$ cat config.mk
export PLATFORM = sky130hd
export DESIGN_NAME = bmpd_ctrl
export DESIGN_NICKNAME = d
export VERILOG_FILES = /design/src/rtl/broadcast_mailbox_port_device_assert.svh /design/src/rtl/bmpd_pkg.sv /design/src/rtl/bmpd_ctrl.sv
export SDC_FILE = /design/constraint.sdc
export NUM_CORES = 1
export LEC_CHECK = 0
export ABC_AREA = 1
export BUFFER_PORTS_ARGS = -buffer_cell sky130_fd_sc_hd__buf_4
export CORE_AREA = 4 4 41 43
export CTS_BUF_LIST = sky130_fd_sc_hd__clkbuf_2 sky130_fd_sc_hd__clkbuf_4 sky130_fd_sc_hd__clkbuf_8
export CTS_CLUSTER_SIZE = 40
export DETAILED_ROUTE_END_ITERATION = 7
export DIE_AREA = 0 0 45 47
export HOLD_SLACK_MARGIN = 0.08
export MAX_ROUTING_LAYER = met4
export SLEW_MARGIN = 20
export SYNTH_ARGS = -nofsm -noshare
export SYNTH_HDL_FRONTEND = slang
export SYNTH_SLANG_ARGS = --single-unit
$ cat constraint.sdc
create_clock -name clk -period 1.5 [get_ports clk]
set_input_delay 0.3 -clock clk [delete_from_list [all_inputs] [get_ports clk]]
set_output_delay 0.3 -clock clk [all_outputs]
set_load 0.03 [all_outputs]
$ cat src/rtl/broadcast_mailbox_port_device_assert.svh
// Assertion helpers for the mailbox device; clk and rst_n must be in scope.
`ifndef BROADCAST_MAILBOX_PORT_DEVICE_ASSERT_SVH
`define BROADCAST_MAILBOX_PORT_DEVICE_ASSERT_SVH

// Consequent holds in the same cycle as the antecedent.
`define BMPD_ASSERT_SAME(label, ante, cons) \
    label: assert property (@(posedge clk) disable iff (!rst_n) (ante) |-> (cons)) \
        else $error("mailbox device assertion failed");

// Consequent holds in the cycle after the antecedent.
`define BMPD_ASSERT_NEXT(label, ante, cons) \
    label: assert property (@(posedge clk) disable iff (!rst_n) (ante) |=> (cons)) \
        else $error("mailbox device assertion failed");

`endif

$ cat src/rtl/bmpd_pkg.sv
package bmpd_pkg;

    typedef enum logic [1:0] {
        OP_WDATA = 2'd0,
        OP_RDATA = 2'd1,
        OP_WACK  = 2'd2,
        OP_RACK  = 2'd3
    } op_t;

    typedef enum logic [2:0] {
        PH_IDLE   = 3'd0,
        PH_WCOUNT = 3'd1,
        PH_WDATA  = 3'd2,
        PH_WACK   = 3'd3,
        PH_RCOUNT = 3'd4,
        PH_RDATA  = 3'd5,
        PH_RACK   = 3'd6
    } phase_t;

    typedef struct packed {
        logic accept;
        logic exec;
        logic fetch;
        logic copy_step;
        logic load_out;
    } dp_cmd_t;

    typedef struct packed {
        logic need_fetch;
        logic need_copy;
        logic copy_done;
    } dp_status_t;

    localparam logic REG_READER_COUNT = 1'b0;
    localparam logic [2:0] READER_COUNT_RESET = 3'd1;

endpackage

$ cat src/rtl/bmpd_ctrl.sv
module bmpd_ctrl (
    input  logic                 clk,
    input  logic                 rst_n,
    input  logic                 in_valid,
    output logic                 in_ready,
    output logic                 out_valid,
    input  logic                 out_ready,
    input  bmpd_pkg::dp_status_t status,
    output bmpd_pkg::dp_cmd_t    cmd
);

    import bmpd_pkg::*;

    typedef enum logic [4:0] {
        ST_IDLE  = 5'b00001,
        ST_EXEC  = 5'b00010,
        ST_FETCH = 5'b00100,
        ST_COPY  = 5'b01000,
        ST_HOLD  = 5'b10000
    } state_t;

    state_t state_reg, state_next;
    logic   out_valid_reg, out_valid_next;

    always_comb
    begin
        state_next = state_reg;
        cmd = '0;
        unique case (state_reg)
            ST_IDLE:
            begin
                if (in_valid)
                begin
                    cmd.accept = 1'b1;
                    state_next = ST_EXEC;
                end
            end
            ST_EXEC:
            begin
                cmd.exec = 1'b1;
                priority if (status.need_fetch)
                    state_next = ST_FETCH;
                else if (status.need_copy)
                    state_next = ST_COPY;
                else
                    state_next = ST_HOLD;
            end
            ST_FETCH:
            begin
                cmd.fetch = 1'b1;
                state_next = ST_HOLD;
            end
            ST_COPY:
            begin
                cmd.copy_step = 1'b1;
                if (status.copy_done)
                    state_next = ST_HOLD;
            end
            ST_HOLD:
            begin
                if (!out_valid_reg || out_ready)
                begin
                    cmd.load_out = 1'b1;
                    state_next = ST_IDLE;
                end
            end
            default:
            begin
                state_next = ST_IDLE;
            end
        endcase
    end

    always_comb
    begin
        out_valid_next = out_valid_reg;
        if (cmd.load_out)
            out_valid_next = 1'b1;
        else if (out_ready)
            out_valid_next = 1'b0;
    end

    always_ff @(posedge clk or negedge rst_n)
    begin
        if (!rst_n)
        begin
            state_reg     <= ST_IDLE;
            out_valid_reg <= 1'b0;
        end
        else
        begin
            state_reg     <= state_next;
            out_valid_reg <= out_valid_next;
        end
    end

    assign in_ready  = (state_reg == ST_IDLE);
    assign out_valid = out_valid_reg;

endmodule

==> reports/results.txt <==
The flow ran to the end, but the final reports show violations. The final reports fail on setup timing. The area of the multi-input gates was 201 um2.

The CTS buffer count is 3, and the worst setup slack after layout is -0.00557 ns. From bottom edge to top edge, the die measures 47 um. The post-route total power is 982 uW, and the data required time of the critical path is 1.20 ns. For this configuration, the core starts out at a cell density of 28.5%. The worst-case IR drop observed on VDD is 1030 uV. Max-cap violations in this run came to 0. The HPWL after detailed placement is 706 um, and the data arrival at the endpoint of the critical path is 1.21 ns. The logs give 0.307 ns for the worst hold margin and 0 for the total grt overflow. Antenna violation net count after detailed routing: 0. In this run the worst path has a maximum fanout of 4.

For the total number of H-tree levels, the log shows 1. The ratio of final minimum period to clock period works out to 100%. The path category of the worst min-delay check is in -> reg. The power density normalized to cell area came out at 1600 nW/um2. The clock latency reported for the late side of the worst-skew pair is 0.25 ns. Setup violations remaining at the end of the flow were counted as 2. The DRC violation count after routing came out at 0. Of the synthesized area, sequential elements account for 40.9%. In this run the core area contains 13 standard-cell rows.

Setup repair after global routing could not meet its margin everywhere. After clock tree synthesis, the clock-pin slew on the worst setup and hold paths is 0.04 ns. For this design, the slowest cell found on the critical path is sky130_fd_sc_hd__dfrtp_2. Subtracting the final worst setup slack from the clock period gives 1.51 ns. The critical path class was reg -> out. The run gives 56 as the synthesized instance count.

At the end of routability-driven placement, the weighted congestion stood at 0.767. In this run the clock root is driven by a sky130_fd_sc_hd__clkbuf_4. The global-route wire length before repair is 1470 um, and the count of final max-slew check failures is 0. Once layout is complete, the cells apart from fillers number 91. The net count of the finished layout is 84.

Most numerous cell on the critical path: sky130_fd_sc_hd__nor2_4. Cells with a size suffix above 1 make up 47.4% of the layout. The number of ports placed on the die boundary is 14, and the count of synthesis-stage warnings from yosys is 0. met2 is the most crowded layer. Number of hold-slack violations in the final timing report: 0.

After synthesis the cells add up to 370 um2. STA classifies the critical path startpoint as a flop. Input and output buffers added on the ports amount to 13. For this run, the total global-route usage over all layers was measured as 11.0%. TritonCTS built the clock tree. Synthesis inferred 6 register bits. The tools report the total placed cells including tap cells as 83. Traced cell by cell, the critical path runs through nor2_4 > nand4_4 > nor2_4 > buf_6. Grouping stages by cell kind, the critical path spends the most delay in flip-flops. The length of the first detailed-routing pass in iterations was 4.

The width of the die was 45 um. Registers take 155 um2. Summed over all layers, the routed wires come to 857 um. Number of filler instances in the final layout: 137.

Via count of the first global-routing pass: 376. The area overhead of the layout relative to synthesis was 65.2%. The delay of the slowest critical-path stage is 0.43 ns, and the antenna diode count is 0.

The logs give 85.5% for the max-slew headroom at the worst pin and 374 for the via count. The leakage power of the design is 0.329 nW. The clock arrives with 0.00787 ns of skew. A synthesized cell averages 6.61 um2. The number of buffers on the longest clock path was 2; the via-per-instance ratio was 4.11. The total area inside the core boundary comes to 1300 um2. The maximum operating frequency is 0.664 GHz, and the number of antenna violations at the first check in global routing is 0. The met2 track demand over resource in global routing was 15.8%; the average detailed-routed wire length per instance was 9.42 um.

Number of buffer and inverter instances along the worst setup path: 1. The number of nets in the synthesized netlist is 63. The synthesized netlist contains 16 unique library cells.

Number of flip-flops under the largest register name: 5. Entering global routing, the biggest net connects 7 pins. For this block, the initial DRC count from the detailed router was 4.

The met3 global-route usage was 3.83%; the actual transition at the worst max-transition pin was 0.216 ns. The tools report the type of destination of the critical path as a primary output. Global routing consumed, on the met1 layer, 10.8% of the routing resources. The number of clock sinks seen by CTS was 6.

The floorplan step defined a die boundary enclosing 2120 um2.
## repair_timing
item                                    CTS  global route
resized for setup                         7            12
cloned                                    0             0
endpoints found under the setup margin    5             6
endpoints found under the hold margin     6             0
pin swaps                                 3             5
setup buffers                             2             1
hold buffers                              1             0
## worst min-delay path, stage by stage
cell,delay [ns]
sky130_fd_sc_hd__buf_4,0.11
sky130_fd_sc_hd__inv_1,0.06
sky130_fd_sc_hd__nor2_1,0.05
## cells by family after synthesis
group / count (synthesis) / share of synthesized area (%)
AND/OR/NAND/NOR: 32 / 38.5
buffers and inverters: 15 / 16.6
flip-flops: 6 / 40.9
AO/OA/AOI/OAI: 3 / 4.05
## synthesized netlist by cell type
cell type / instances / share of area (%)
sky130_fd_sc_hd__dfrtp_1: 5 / 34
sky130_fd_sc_hd__nand2_1: 8 / 8.1
sky130_fd_sc_hd__o21ai_1: 1 / 1.4
sky130_fd_sc_hd__inv_1: 12 / 12
sky130_fd_sc_hd__a21oi_1: 1 / 1.4
sky130_fd_sc_hd__nor2_2: 1 / 1.7
sky130_fd_sc_hd__dfstp_2: 1 / 7.1
sky130_fd_sc_hd__nand4_2: 1 / 3.4
sky130_fd_sc_hd__buf_4: 1 / 2.0
sky130_fd_sc_hd__nor4_1: 1 / 1.7
sky130_fd_sc_hd__clkinv_2: 1 / 1.4
sky130_fd_sc_hd__o21ai_0: 1 / 1.4
sky130_fd_sc_hd__nand2_2: 1 / 1.7
sky130_fd_sc_hd__nand3_1: 5 / 6.8
sky130_fd_sc_hd__inv_2: 1 / 1.0
sky130_fd_sc_hd__nor2_1: 15 / 15
## placed cells by master, fill, tap and decap left out
cell type                       Yosys  final
sky130_fd_sc_hd__clkbuf_4           0      4
sky130_fd_sc_hd__buf_6              0      6
sky130_fd_sc_hd__inv_2              1      3
sky130_fd_sc_hd__clkinv_2           1      1
sky130_fd_sc_hd__dfrtp_1            5      2
sky130_fd_sc_hd__nand3_1            5      5
sky130_fd_sc_hd__nor2_2             1      2
sky130_fd_sc_hd__nand2_1            8      7
sky130_fd_sc_hd__dfrtp_2            0      3
sky130_fd_sc_hd__o21ai_1            1      1
sky130_fd_sc_hd__dlygate4sd3_1      0      1
sky130_fd_sc_hd__nor2_1            15     12
sky130_fd_sc_hd__a21oi_1            1      1
sky130_fd_sc_hd__nand2_2            1      2
sky130_fd_sc_hd__buf_4              1     10
sky130_fd_sc_hd__o21ai_0            1      1
sky130_fd_sc_hd__inv_1             12     10
sky130_fd_sc_hd__nor2_4             0      2
sky130_fd_sc_hd__nand4_4            0      1
sky130_fd_sc_hd__dfstp_2            1      1
sky130_fd_sc_hd__nor4_4             0      1
## path summary, 6_finish.rpt
path	from	endpoint	slack, ns	cells after the start
worst min register to register	out_valid	out_valid	0.61	4
min in group asynchronous	rst_n	out_valid	0.39	2
worst max register to register	state_reg[0]	state_reg[4]	0.33	7
max in group asynchronous	rst_n	state_reg[0]	0.89	2
worst max-delay path	state_reg[2]	cmd[4]	-0.006	4
worst min-delay path	status[2]	state_reg[2]	0.31	3
## stage by stage
stage                     TNS [ns]  util, %  instance area (um2)  worst slack, ns
final                     -0.00761     47.0                  612         -0.00557
after CTS                  -0.0873     43.2                  562          -0.0395
after floorplan                  0        -                  377           0.0918
after global routing        -0.416     47.0                  612          -0.0894
after detailed placement         0     37.3                  485            0.157
after global placement           0     37.3                  485            0.165
## power by group
group          internal, mW  total [mW]  switching (mW)
sequential            0.212       0.258          0.0460
combinational         0.244       0.541           0.297
clock                 0.119       0.183          0.0636
total                 0.575       0.982           0.407
## layout make-up
cell class,count,area share (%)
repair buffers,17,24.9
multi-input cells,35,32.9
well taps,15,3.07
inverters,14,8.79
flip-flops and latches,6,25.4
clock buffers,4,4.91
## routing by layer
layer  part of all wire [%]  vias to the layer above  wire length, um
met1                     41                      154              354
met5                      0                        -                0
met3                    7.0                        4               60
li1                       -                      205                -
met2                     47                       11              400
met4                    4.8                        0               41
No activity file was read; power rests on OpenSTA's default activity.
